### config.mk
export PLATFORM = sky130hd
export DESIGN_NAME = sac_ram
export DESIGN_NICKNAME = d
export VERILOG_FILES = /design/src/sv/sac_ram.sv
export SDC_FILE = /design/constraint.sdc
export NUM_CORES = 1
export LEC_CHECK = 0
export BUFFER_PORTS_ARGS = -buffer_cell sky130_fd_sc_hd__buf_4
export CAP_MARGIN = 30
export CORE_ASPECT_RATIO = 1.25
export CORE_UTILIZATION = 40
export DETAILED_ROUTE_END_ITERATION = 8
export PLACE_DENSITY_LB_ADDON = 0.12
export SYNTH_ARGS = -nofsm -noshare
export SYNTH_HDL_FRONTEND = slang
export SYNTH_SLANG_ARGS = --single-unit
### constraint.sdc
create_clock -name i_clk -period 3.02 [get_ports i_clk]
set_input_delay 0.302 -clock i_clk [delete_from_list [all_inputs] [get_ports i_clk]]
set_output_delay 0.302 -clock i_clk [all_outputs]
set_load 0.02 [all_outputs]
### src/sv/sac_ram.sv
// ----------------------------------------------------------------------------
// Generic simple dual-port RAM
// One write port and one read port with a registered read.
// ----------------------------------------------------------------------------
module sac_ram #(
    parameter int WIDTH = 8,
    parameter int DEPTH = 16
) (
    input  logic                                  i_clk,
    input  logic                                  i_wr_en,
    input  logic [(DEPTH > 1 ? $clog2(DEPTH) : 1)-1:0] i_wr_addr,
    input  logic [WIDTH-1:0]                      i_wr_data,
    input  logic                                  i_rd_en,
    input  logic [(DEPTH > 1 ? $clog2(DEPTH) : 1)-1:0] i_rd_addr,
    output logic [WIDTH-1:0]                      o_rd_data
);

    logic [WIDTH-1:0] r_mem [DEPTH];
    logic [WIDTH-1:0] r_rd_data;

    always_ff @(posedge i_clk) begin
        if (i_wr_en) begin
            r_mem[i_wr_addr] <= i_wr_data;
        end
        if (i_rd_en) begin
            r_rd_data <= r_mem[i_rd_addr];
        end
    end

    assign o_rd_data = r_rd_data;

endmodule

==> results.py, run 1 <==
metrics = {
    "run_status": {
        "run_status": "finished clean",
    },
    "power": {
        "power.density_cell_area_mw_per_mm2": 723,
        "p_leak_nw": 2.12,
        "peakVddDrop_mv": 0.361,
    },
    "clock_network": {
        "cts_buffers": 17,
        "post_cts_resized": 0,
        "skew_pair_late_insertion_delay_ns": 0.41,
        "clock_tree.buffer_depth": 2,
        "cts_htree_levels": 4,
        "cts_setup_buffers": 0,
        "worst_setup_hold_path_clk_slew_ns": 0.06,
        "clock-sinks": 136,
        "postCtsHoldBufs": 0,
        "clock_tree_from_tritoncts": "built",
        "cts_root_buf": "sky130_fd_sc_hd__clkbuf_16",
    },
    "drt": {
        "vias": 2405,
        "route.detailed.wl_per_inst_um": 22.5,
        "drtPass1Iterations": 4,
        "drt-vias-per-instance": 5.23,
        "drtIter0Drc": 90,
        "route.met3.wl_um": 353,
        "drc_errors": 0,
        "wl_met2_mm": 5.27,
        "totalWireLength_mm": 10.4,
        "m1WireLength_mm": 4.60,
        "top_metal_used": "met4",
        "final_antenna_net_count": 0,
    },
    "sta": {
        "timing.final.ws_setup_ns": 1.30,
        "max_slew.worst_pin.slew_ns": 0.952,
        "final_clock_period_utilization_by_the_worst_path": 0.568,
        "grt_setup_unrepaired": "false",
        "final.setup.tns_ns": 0,
        "post-route-min-period_ns": 1.72,
        "maxSlewViolCount": 0,
        "finalHoldViolations": 0,
        "slew_headroom": 0.363,
        "setup_viol": 0,
        "fin_skew_ns": 0.00743,
        "clock.fmax_ghz": 0.583,
    },
    "hold_path": {
        "worst_hold_path_type": "in2reg",
        "min_delay_path_depth": 1,
    },
    "finish": {
        "final_layout_size_suffix_gt1_frac": 0.305,
        "final_area_mm2": 0.00629,
        "syn2layout_area_growth_pct": 20.4,
        "antennaDiodeCount": 0,
        "finalNetCount": 298,
    },
    "logic_synthesis": {
        "synth_seq_area_share": 0.781,
        "synthXorXnorAreaFrac": 0,
        "synth_top_family_by_area": "multiplexers",
        "postSynthAreaPerCell_um2": 22.8,
        "yosysWarnings": 0,
        "ys_types": 18,
        "syn-cell-area_mm2": 0.00523,
        "synth_nets": 248,
        "synth-compound-area-share": 0.0230,
        "post_synthesis_simple_gate_area_fraction": 0.0314,
        "postSynthRegisterBits": 136,
        "postSynthCellCount": 229,
        "synthAdderAreaFrac": 0,
        "muxShareOfSynthArea": 0.148,
    },
    "die": {
        "floorplan.die_area_mm2": 0.0135,
        "fp.dieH_um": 130,
        "core_ar_mm2": 0.0127,
        "dieWidth_um": 104,
        "site_row_count": 46,
        "initial_core_util": 0.411,
        "ioPinCount": 27,
    },
    "critical_path": {
        "critical_path_required_ns": 3.17,
        "crit_path_cell_trace": "buf_4 -> mux4_1 -> a22oi_1 -> nand2_1",
        "slowest_delay_ns": 0.63,
        "crit_arrival_ns": 1.87,
        "cpMaxStageDelayCell": "sky130_fd_sc_hd__mux4_1",
        "end_kind": "flop",
        "worst_r2r_path_depth": 3,
        "setup.worst_path.class": "in2reg",
        "worstSetupStartpointType": "input pin",
        "worstPathMaxFanout": 32,
    },
    "global_route": {
        "gr-total-overflow": 0,
        "first_global_vias": 2515,
        "grt_start_max_net_pins": 33,
        "groute.usage.overall": 0.167,
        "grt_pass1_wl_mm": 15.5,
        "antenna_found_initial": 0,
    },
    "flow_run": {
        "number_of_violations_of_the_max_capacitance_limit": 0,
    },
    "placement": {
        "placement.cell_area_mm2": 0.00566,
        "hpwl_mm": 6.58,
        "place_congestion": 0.699,
        "io_buffer_count": 26,
        "dp_slack_ns": 0.850,
    },
}
==> final timing paths <==
| check | to | from | slack, ns |
|---|---|---|---|
| max | o_rd_data[4]$_DFFE_PP_ | i_rd_addr[0] | 1.30 |
| min | r_mem[3][3]$_DFFE_PP_ | i_wr_data[3] | 0.19 |
| max reg2reg | o_rd_data[4]$_DFFE_PP_ | r_mem[9][4]$_DFFE_PP_ | 1.48 |
| min reg2reg | o_rd_data[7]$_DFFE_PP_ | r_mem[12][7]$_DFFE_PP_ | 0.75 |
==> per-layer routing <==
metal	up-vias	global-route usage
li1	1082	-
met2	62	0.276
met3	9	0.0470
met5	-	0
met1	1252	0.210
met4	0	0.0689
==> registers in the layout, indices dropped and copies added (netlist names) <==
| name | flops |
|---|---|
| o_rd_data | 8 |
| r_mem | 128 |
==> stage by stage <==
step | instances | hold slack [ns] | utilization | total power, mW
floorplan | 229 | 0.401 | - | 2.29
global placement | 428 | 0.604 | 0.445 | 2.39
detailed placement | 428 | 0.624 | 0.445 | 2.39
CTS | 460 | 0.191 | 0.495 | 4.59
global route | 460 | 0.190 | 0.495 | 4.68
finish | 460 | 0.192 | 0.495 | 4.55
==> kinds of logic after synthesis <==
group,Yosys count
and+or+nand+nor,35
muxes,32
buffers and inverters,10
DFF,136
AOI/OAI and AO/OA,16
==> final cells by class <==
class	instances	area [um^2]
Clock buffer	19	433
Clock inverter	13	203
Fill cell	1020	6420
Multi-Input combinational cell	83	1060
Sequential cell	136	4080
Tap cell	168	210
Timing Repair Buffer	41	308
==> synthesized netlist by cell type <==
master,number,area share
sky130_fd_sc_hd__nand3_1,1,0.00096
sky130_fd_sc_hd__buf_4,1,0.0014
sky130_fd_sc_hd__or3b_2,1,0.0017
sky130_fd_sc_hd__mux4_2,18,0.078
sky130_fd_sc_hd__mux4_1,14,0.070
sky130_fd_sc_hd__clkdlybuf4s25_2,3,0.0057
sky130_fd_sc_hd__and2_1,1,0.0012
sky130_fd_sc_hd__nor2_1,13,0.0093
sky130_fd_sc_hd__nand2_1,9,0.0065
sky130_fd_sc_hd__nor2b_1,1,0.0012
sky130_fd_sc_hd__edfxtp_1,136,0.78
sky130_fd_sc_hd__nor3_1,4,0.0038
sky130_fd_sc_hd__a22oi_1,16,0.023
sky130_fd_sc_hd__and2b_1,1,0.0014
sky130_fd_sc_hd__buf_2,3,0.0029
sky130_fd_sc_hd__nand2b_1,2,0.0024
sky130_fd_sc_hd__nand3b_1,2,0.0029
sky130_fd_sc_hd__buf_6,3,0.0065
==> where the power goes <==
part	leakage, nW	switching, mW	internal [mW]
clock	0.308	0.743	1.46
combinational	0.576	0.119	0.0887
sequential	1.24	0.0119	2.13
total	2.12	0.873	3.68
==> cell usage in the layout, fill, tap and decap left out, types with 4 or more instances in the layout <==
cell type                   synthesis  layout
sky130_fd_sc_hd__mux4_2            18      18
sky130_fd_sc_hd__nor2_1            13      13
sky130_fd_sc_hd__edfxtp_1         136     136
sky130_fd_sc_hd__mux4_1            14      14
sky130_fd_sc_hd__nor3_1             4       4
sky130_fd_sc_hd__buf_4              1      41
sky130_fd_sc_hd__clkbuf_16          0      17
sky130_fd_sc_hd__a22oi_1           16      16
sky130_fd_sc_hd__nand2_1            9       9
sky130_fd_sc_hd__bufinv_16          0       5
==> worst max-delay path, delay by kind of cell <==
| family | cells | cell delay (ns) |
|---|---|---|
| AO/OA/AOI/OAI | 1 | 0.34 |
| buffers and inverters | 1 | 0.49 |
| multiplexers | 1 | 0.63 |
| AND/OR/NAND/NOR | 1 | 0.08 |
Power figures use the tool's default switching activity.
==> inputs of run 2 (changes only) <==
--- a/config.mk
+++ b/config.mk
@@ -5,6 +5,7 @@
 export SDC_FILE = /design/constraint.sdc
 export NUM_CORES = 1
 export LEC_CHECK = 0
+export ABC_AREA = 1
 export BUFFER_PORTS_ARGS = -buffer_cell sky130_fd_sc_hd__buf_4
 export CAP_MARGIN = 30
 export CORE_ASPECT_RATIO = 1.25
==> constraint.sdc (replaced) <==
create_clock -name i_clk -period 1.5 [get_ports i_clk]
set_input_delay 0.15 -clock i_clk [delete_from_list [all_inputs] [get_ports i_clk]]
set_output_delay 0.15 -clock i_clk [all_outputs]
set_load 0.02 [all_outputs]
==> results.py, run 2 <==
metrics = {
    "run_status": {
        "run_status": "finished clean",
    },
    "global_route": {
        "groute.usage.overall": 0.203,
        "grt_start_max_net_pins": 62,
        "grt_pass1_wl_mm": 21.4,
        "met1_usage": 0.253,
        "antenna_found_initial": 0,
        "first_global_vias": 3845,
        "grt_busiest_layer": "met2",
        "gr-total-overflow": 0,
        "grt_use_met2": 0.342,
        "use_met3": 0.0430,
    },
    "critical_path": {
        "worst-path-buf-inv": 1,
        "worst_path_dominant_cell_family": "flip-flops",
        "cpMaxStageDelayCell": "sky130_fd_sc_hd__edfxtp_1",
        "critical_path_required_ns": 1.35,
        "worst_r2r_endpoint": "o_rd_data[1]$_DFFE_PP_",
        "setup.worst_path.class": "reg2out",
        "worst_r2r_path_depth": 6,
        "crit_arrival_ns": 1.05,
        "end_kind": "primary output",
        "slowest_delay_ns": 0.44,
        "crit_path_cell_trace": "buf_4",
        "crit_start": "o_rd_data[7]$_DFFE_PP_",
        "worst-r2r-setup-slack_ns": 0.36,
        "worstPathMaxFanout": 1,
        "worst_r2r_startpoint": "r_mem[5][1]$_DFFE_PP_",
        "worstSetupStartpointType": "flop",
    },
    "logic_synthesis": {
        "synth_seq_area_share": 0.698,
        "synth_edf_count": 136,
        "asyncSetResetFlopFracSynth": 0,
        "yosysWarnings": 0,
        "most_frequent_cell_after_synthesis": "sky130_fd_sc_hd__nand2_1",
        "postSynthAreaPerCell_um2": 10.6,
        "yosys.area.top_type": "sky130_fd_sc_hd__edfxtp_1",
        "syn-cell-area_mm2": 0.00585,
        "postSynthRegisterBits": 136,
        "postSynthCellCount": 551,
        "netlist_top_cells_area": "sky130_fd_sc_hd__edfxtp_1, sky130_fd_sc_hd__nand2_1, sky130_fd_sc_hd__nand3_1",
        "yosysTopAreaCellShare": 0.698,
        "synth_top_flop_cell": "sky130_fd_sc_hd__edfxtp_1",
        "synthTopCellsByCount": "sky130_fd_sc_hd__nand2_1, sky130_fd_sc_hd__edfxtp_1, sky130_fd_sc_hd__inv_1",
        "synth_nets": 570,
        "ys_types": 11,
    },
    "finish": {
        "finalNetCount": 618,
        "instances_no_fill": 790,
        "layout_commonest_cell": "sky130_fd_sc_hd__nand2_1",
        "multi_input_area_mm2": 0.00121,
        "sequential_cell_area_mm2": 0.00408,
        "largest_register_ff_count": 128,
        "antennaDiodeCount": 0,
        "fillers": 1342,
        "syn2layout_area_growth_pct": 18.7,
        "final_area_mm2": 0.00694,
        "layout_common_cells": "sky130_fd_sc_hd__nand2_1, sky130_fd_sc_hd__edfxtp_1, sky130_fd_sc_hd__inv_1",
        "final_layout_size_suffix_gt1_frac": 0.141,
        "top_register": "r_mem",
    },
    "clock_network": {
        "cts_root_buf": "sky130_fd_sc_hd__clkbuf_16",
        "cts_buffers": 17,
        "clock_tree_from_tritoncts": "built",
        "cts_setup_buffers": 0,
        "post_cts_resized": 0,
        "cts_htree_levels": 4,
        "clock_tree.buffer_depth": 2,
        "skew_pair_late_insertion_delay_ns": 0.41,
        "worst_setup_hold_path_clk_slew_ns": 0.06,
        "clock-sinks": 136,
        "postCtsHoldBufs": 0,
    },
    "power": {
        "peakVddDrop_mv": 0.617,
        "power.density_cell_area_mw_per_mm2": 1310,
        "p_leak_nw": 2.99,
    },
    "drt": {
        "vias": 3801,
        "route.detailed.wl_per_inst_um": 17.5,
        "totalWireLength_mm": 13.8,
        "drt-vias-per-instance": 4.81,
        "drc_errors": 0,
        "final_antenna_net_count": 0,
        "drtIter0Drc": 184,
        "drtPass1Iterations": 4,
    },
    "sta": {
        "final_clock_period_utilization_by_the_worst_path": 0.797,
        "post-route-min-period_ns": 1.20,
        "final.setup.tns_ns": 0,
        "fin_skew_ns": 0.00401,
        "setup_viol": 0,
        "slew_headroom": 0.572,
        "finalHoldViolations": 0,
        "clock.fmax_ghz": 0.836,
        "grt_setup_unrepaired": "false",
        "max_slew.worst_pin.slew_ns": 0.641,
        "maxSlewViolCount": 0,
    },
    "die": {
        "site_row_count": 49,
        "core_ar_mm2": 0.0143,
        "initial_core_util": 0.408,
        "fp.dieH_um": 137,
        "dieWidth_um": 110,
        "ioPinCount": 27,
        "floorplan.die_area_mm2": 0.0151,
    },
    "hold_path": {
        "worst_hold_path_type": "in2reg",
        "min_delay_path_depth": 1,
        "hold_path.startpoint": "i_rd_en",
        "worstHoldEndpoint": "o_rd_data[7]$_DFFE_PP_",
    },
    "placement": {
        "placement.cell_area_mm2": 0.00634,
        "place_congestion": 0.817,
        "post-place-cells": 758,
        "hpwl_mm": 8.87,
        "io_buffer_count": 26,
    },
    "flow_run": {
        "number_of_violations_of_the_max_capacitance_limit": 0,
    },
}
run 2: changes by cell type in the layout (fill, tap and decap cells not counted), sizes merged, moves of 12 or more:
| cell | change |
|---|---|
| a22oi | -16 |
| nand3 | +96 |
| nand2 | +164 |
| inv | +105 |
| mux4 | -32 |
| buf | +12 |
run 2: metal layers:
metal / routed length, um / up-vias
li1: - / 1877
met1: 5830 / 1810
met2: 7050 / 93
met3: 639 / 21
met4: 325 / 0
met5: 0 / -
run 2: layout make-up:
type | instances | share of cell area
repair buffers | 53 | 0.0627
clock inverters | 15 | 0.0254
well taps | 178 | 0.0321
multi-input cells | 289 | 0.175
flip-flops and latches | 136 | 0.588
clock buffers | 17 | 0.0613
inverters | 102 | 0.0552
run 2: worst max-delay path by stage:
stage	end	depth (start not counted)	slack, ns
after global placement	o_rd_data[4]$_DFFE_PP_	6	0.08
after CTS	o_rd_data[2]	1	0.30
after floorplan	r_mem[10][0]$_DFFE_PP_	2	0.40
after global routing	o_rd_data[2]$_DFFE_PP_	6	0.29
final	o_rd_data[7]	1	0.30
after detailed placement	o_rd_data[4]$_DFFE_PP_	6	0.08
run 2: kinds of logic (layout without fill, tap and decap cells):
family	after synthesis	in the layout	synth area share
simple gates	289	289	0.208
buf+inv	126	187	0.0939
flops	136	136	0.698
run 2: through the flow:
stage / total power, mW / setup WS, ns / hold slack, ns / util
after floorplan: 4.70 / 0.399 / 0.249 / -
after global placement: 4.97 / 0.0825 / 0.463 / 0.442
after detailed placement: 4.98 / 0.0828 / 0.458 / 0.442
after CTS: 9.17 / 0.297 / 0.0239 / 0.484
after global routing: 9.38 / 0.285 / 0.0406 / 0.484
final: 9.09 / 0.304 / 0.0412 / 0.484
run 2: power by group:
part           internal (mW)  switching [mW]  leakage, nW
registers               4.28          0.0273         1.24
clock network           2.62            1.59        0.280
logic                  0.186           0.390         1.47
total                   7.08            2.01         2.99
run 2: worst reg2reg max path, cell delays in order, from the launching register on:
cell	delay, ns
sky130_fd_sc_hd__edfxtp_1	0.36
sky130_fd_sc_hd__inv_1	0.06
sky130_fd_sc_hd__nand2_1	0.05
sky130_fd_sc_hd__nand3_1	0.09
sky130_fd_sc_hd__nand3_1	0.16
sky130_fd_sc_hd__nand3_1	0.14
sky130_fd_sc_hd__nand2_1	0.05
==> inputs of run 3 (changes only) <==
==> constraint.sdc (replaced) <==
create_clock -name i_clk -period 1.2 [get_ports i_clk]
set_input_delay 0.12 -clock i_clk [delete_from_list [all_inputs] [get_ports i_clk]]
set_output_delay 0.12 -clock i_clk [all_outputs]
set_load 0.02 [all_outputs]
==> results.py, run 3 (synthesis results as in run 2) <==
metrics = {
    "run_status": {
        "run_status": "finished clean",
    },
    "critical_path": {
        "worstSetupStartpointType": "flop",
        "worst_r2r_startpoint": "r_mem[6][1]$_DFFE_PP_",
        "slowest_delay_ns": 0.45,
        "cpMaxStageDelayCell": "sky130_fd_sc_hd__edfxtp_1",
        "worst-path-buf-inv": 1,
        "crit_path_cell_trace": "buf_4",
        "worst-r2r-setup-slack_ns": 0.06,
        "total_stage_count_of_the_critical_path": 1,
        "critical_path_required_ns": 1.08,
        "end_kind": "primary output",
        "worstPathMaxFanout": 1,
        "worst_path_dominant_cell_family": "flip-flops",
        "crit_arrival_ns": 1.05,
        "worst_r2r_path_depth": 6,
        "setup.worst_path.class": "reg2out",
        "worst_r2r_endpoint": "o_rd_data[1]$_DFFE_PP_",
    },
    "finish": {
        "fillers": 1334,
        "antennaDiodeCount": 0,
        "top_register": "r_mem",
        "largest_register_ff_count": 128,
        "syn2layout_area_growth_pct": 22.0,
        "finalNetCount": 625,
        "layout_commonest_cell": "sky130_fd_sc_hd__nand2_1",
        "instances_no_fill": 796,
        "final_layout_size_suffix_gt1_frac": 0.147,
        "sequential_cell_area_mm2": 0.00408,
        "layout_common_cells": "sky130_fd_sc_hd__nand2_1, sky130_fd_sc_hd__edfxtp_1, sky130_fd_sc_hd__inv_1",
        "multi_input_area_mm2": 0.00123,
    },
    "drt": {
        "final_antenna_net_count": 0,
        "totalWireLength_mm": 14.0,
        "drtIter0Drc": 193,
        "drt-vias-per-instance": 4.92,
        "drc_errors": 0,
        "route.detailed.wl_per_inst_um": 17.5,
        "drtPass1Iterations": 5,
        "vias": 3914,
    },
    "hold_path": {
        "hold_path.startpoint": "i_rd_en",
        "worstHoldEndpoint": "o_rd_data[5]$_DFFE_PP_",
        "min_delay_path_depth": 1,
        "worst_hold_path_type": "in2reg",
    },
    "placement": {
        "io_buffer_count": 26,
        "post-place-cells": 765,
        "hpwl_mm": 9.05,
        "place_congestion": 0.813,
    },
    "die": {
        "ioPinCount": 27,
        "core_ar_mm2": 0.0143,
        "fp.dieH_um": 137,
        "site_row_count": 49,
        "floorplan.die_area_mm2": 0.0151,
        "dieWidth_um": 110,
        "initial_core_util": 0.408,
    },
    "clock_network": {
        "cts_buffers": 17,
        "cts_root_buf": "sky130_fd_sc_hd__clkbuf_16",
        "skew_pair_late_insertion_delay_ns": 0.41,
        "cts_setup_buffers": 0,
        "clock_tree_from_tritoncts": "built",
        "clock_tree.buffer_depth": 2,
        "cts_htree_levels": 4,
        "clock-sinks": 136,
        "worst_setup_hold_path_clk_slew_ns": 0.06,
    },
    "sta": {
        "post-route-min-period_ns": 1.17,
        "fin_skew_ns": 0.00598,
        "maxSlewViolCount": 0,
        "setup_viol": 0,
        "clock.fmax_ghz": 0.853,
        "max_slew.worst_pin.slew_ns": 0.300,
        "final_clock_period_utilization_by_the_worst_path": 0.977,
        "slew_headroom": 0.800,
        "finalHoldViolations": 0,
        "final.setup.tns_ns": 0,
        "grt_setup_unrepaired": "false",
    },
    "power": {
        "power_mw": 11.9,
        "power.density_cell_area_mw_per_mm2": 1660,
        "p_leak_nw": 3.09,
        "peakVddDrop_mv": 0.739,
    },
    "global_route": {
        "groute.usage.overall": 0.203,
        "first_global_vias": 3735,
        "grt_pass1_wl_mm": 21.1,
        "antenna_found_initial": 0,
        "grt_start_max_net_pins": 29,
        "gr-total-overflow": 0,
    },
    "flow_run": {
        "number_of_violations_of_the_max_capacitance_limit": 0,
    },
}
==> run 3: cell count changes in the layout (fill, tap and decap cells not counted) <==
cell and delta:
sky130_fd_sc_hd__buf_12 +7, sky130_fd_sc_hd__nand3_1 -3, sky130_fd_sc_hd__clkinv_4 -1, sky130_fd_sc_hd__clkinv_2 +1
sky130_fd_sc_hd__clkinvlp_4 -5, sky130_fd_sc_hd__clkinv_1 +1, sky130_fd_sc_hd__nand3_2 +3, sky130_fd_sc_hd__clkbuf_1 +3
sky130_fd_sc_hd__inv_6 -3, sky130_fd_sc_hd__bufinv_16 +3
==> run 3: worst max path at each step <==
stage / startpoint / to / slack (ns)
after floorplan: i_wr_addr[2] / r_mem[10][0]$_DFFE_PP_ / 0.13
after global placement: i_rd_addr[0] / o_rd_data[6]$_DFFE_PP_ / -0.13
after detailed placement: i_rd_addr[0] / o_rd_data[7]$_DFFE_PP_ / -0.13
after CTS: o_rd_data[2]$_DFFE_PP_ / o_rd_data[2] / 0.02
after global routing: r_mem[3][3]$_DFFE_PP_ / o_rd_data[3]$_DFFE_PP_ / 0.01
final: o_rd_data[2]$_DFFE_PP_ / o_rd_data[2] / 0.03
==> run 3: repair_timing <==
action,in CTS,in global routing
gates resized for setup,0,3
setup endpoints to repair,0,3
hold buffers,0,0
==> run 3: cell type report <==
class                      instances  share of cell area
sequential                       136               0.573
clock buffer                      20              0.0612
multi-input combinational        289               0.172
inverter                         102              0.0537
timing repair buffer              60              0.0807
tap                              178              0.0312
clock inverter                    11              0.0284
==> run 3: per-stage QoR <==
step	cell area, um^2	util	hold WS [ns]	worst slack, ns
floorplan	5850	-	0.219	0.129
global placement	6480	0.452	0.437	-0.129
detailed placement	6480	0.452	0.441	-0.126
CTS	7120	0.496	0.00979	0.0234
global route	7130	0.497	0.00595	0.0123
finish	7130	0.497	0.0191	0.0282
==> run 3: report_power, final <==
group	leakage, nW	internal [mW]	total, mW	switching [mW]
Sequential	1.24	5.35	5.39	0.0331
Clock	0.313	3.86	5.69	1.83
Combinational	1.54	0.280	0.785	0.504
==> run 3: worst register-to-register path, delay by kind of cell (launching register included) <==
kind | cells | cell delay (ns)
buf+inv | 1 | 0.06
flops | 1 | 0.37
simple gates | 5 | 0.47
==> run 3: layer usage <==
metal | share of wire | track usage
met5 | 0 | 0
met4 | 0.018 | 0.0797
met3 | 0.045 | 0.0440
met2 | 0.50 | 0.335
met1 | 0.44 | 0.259
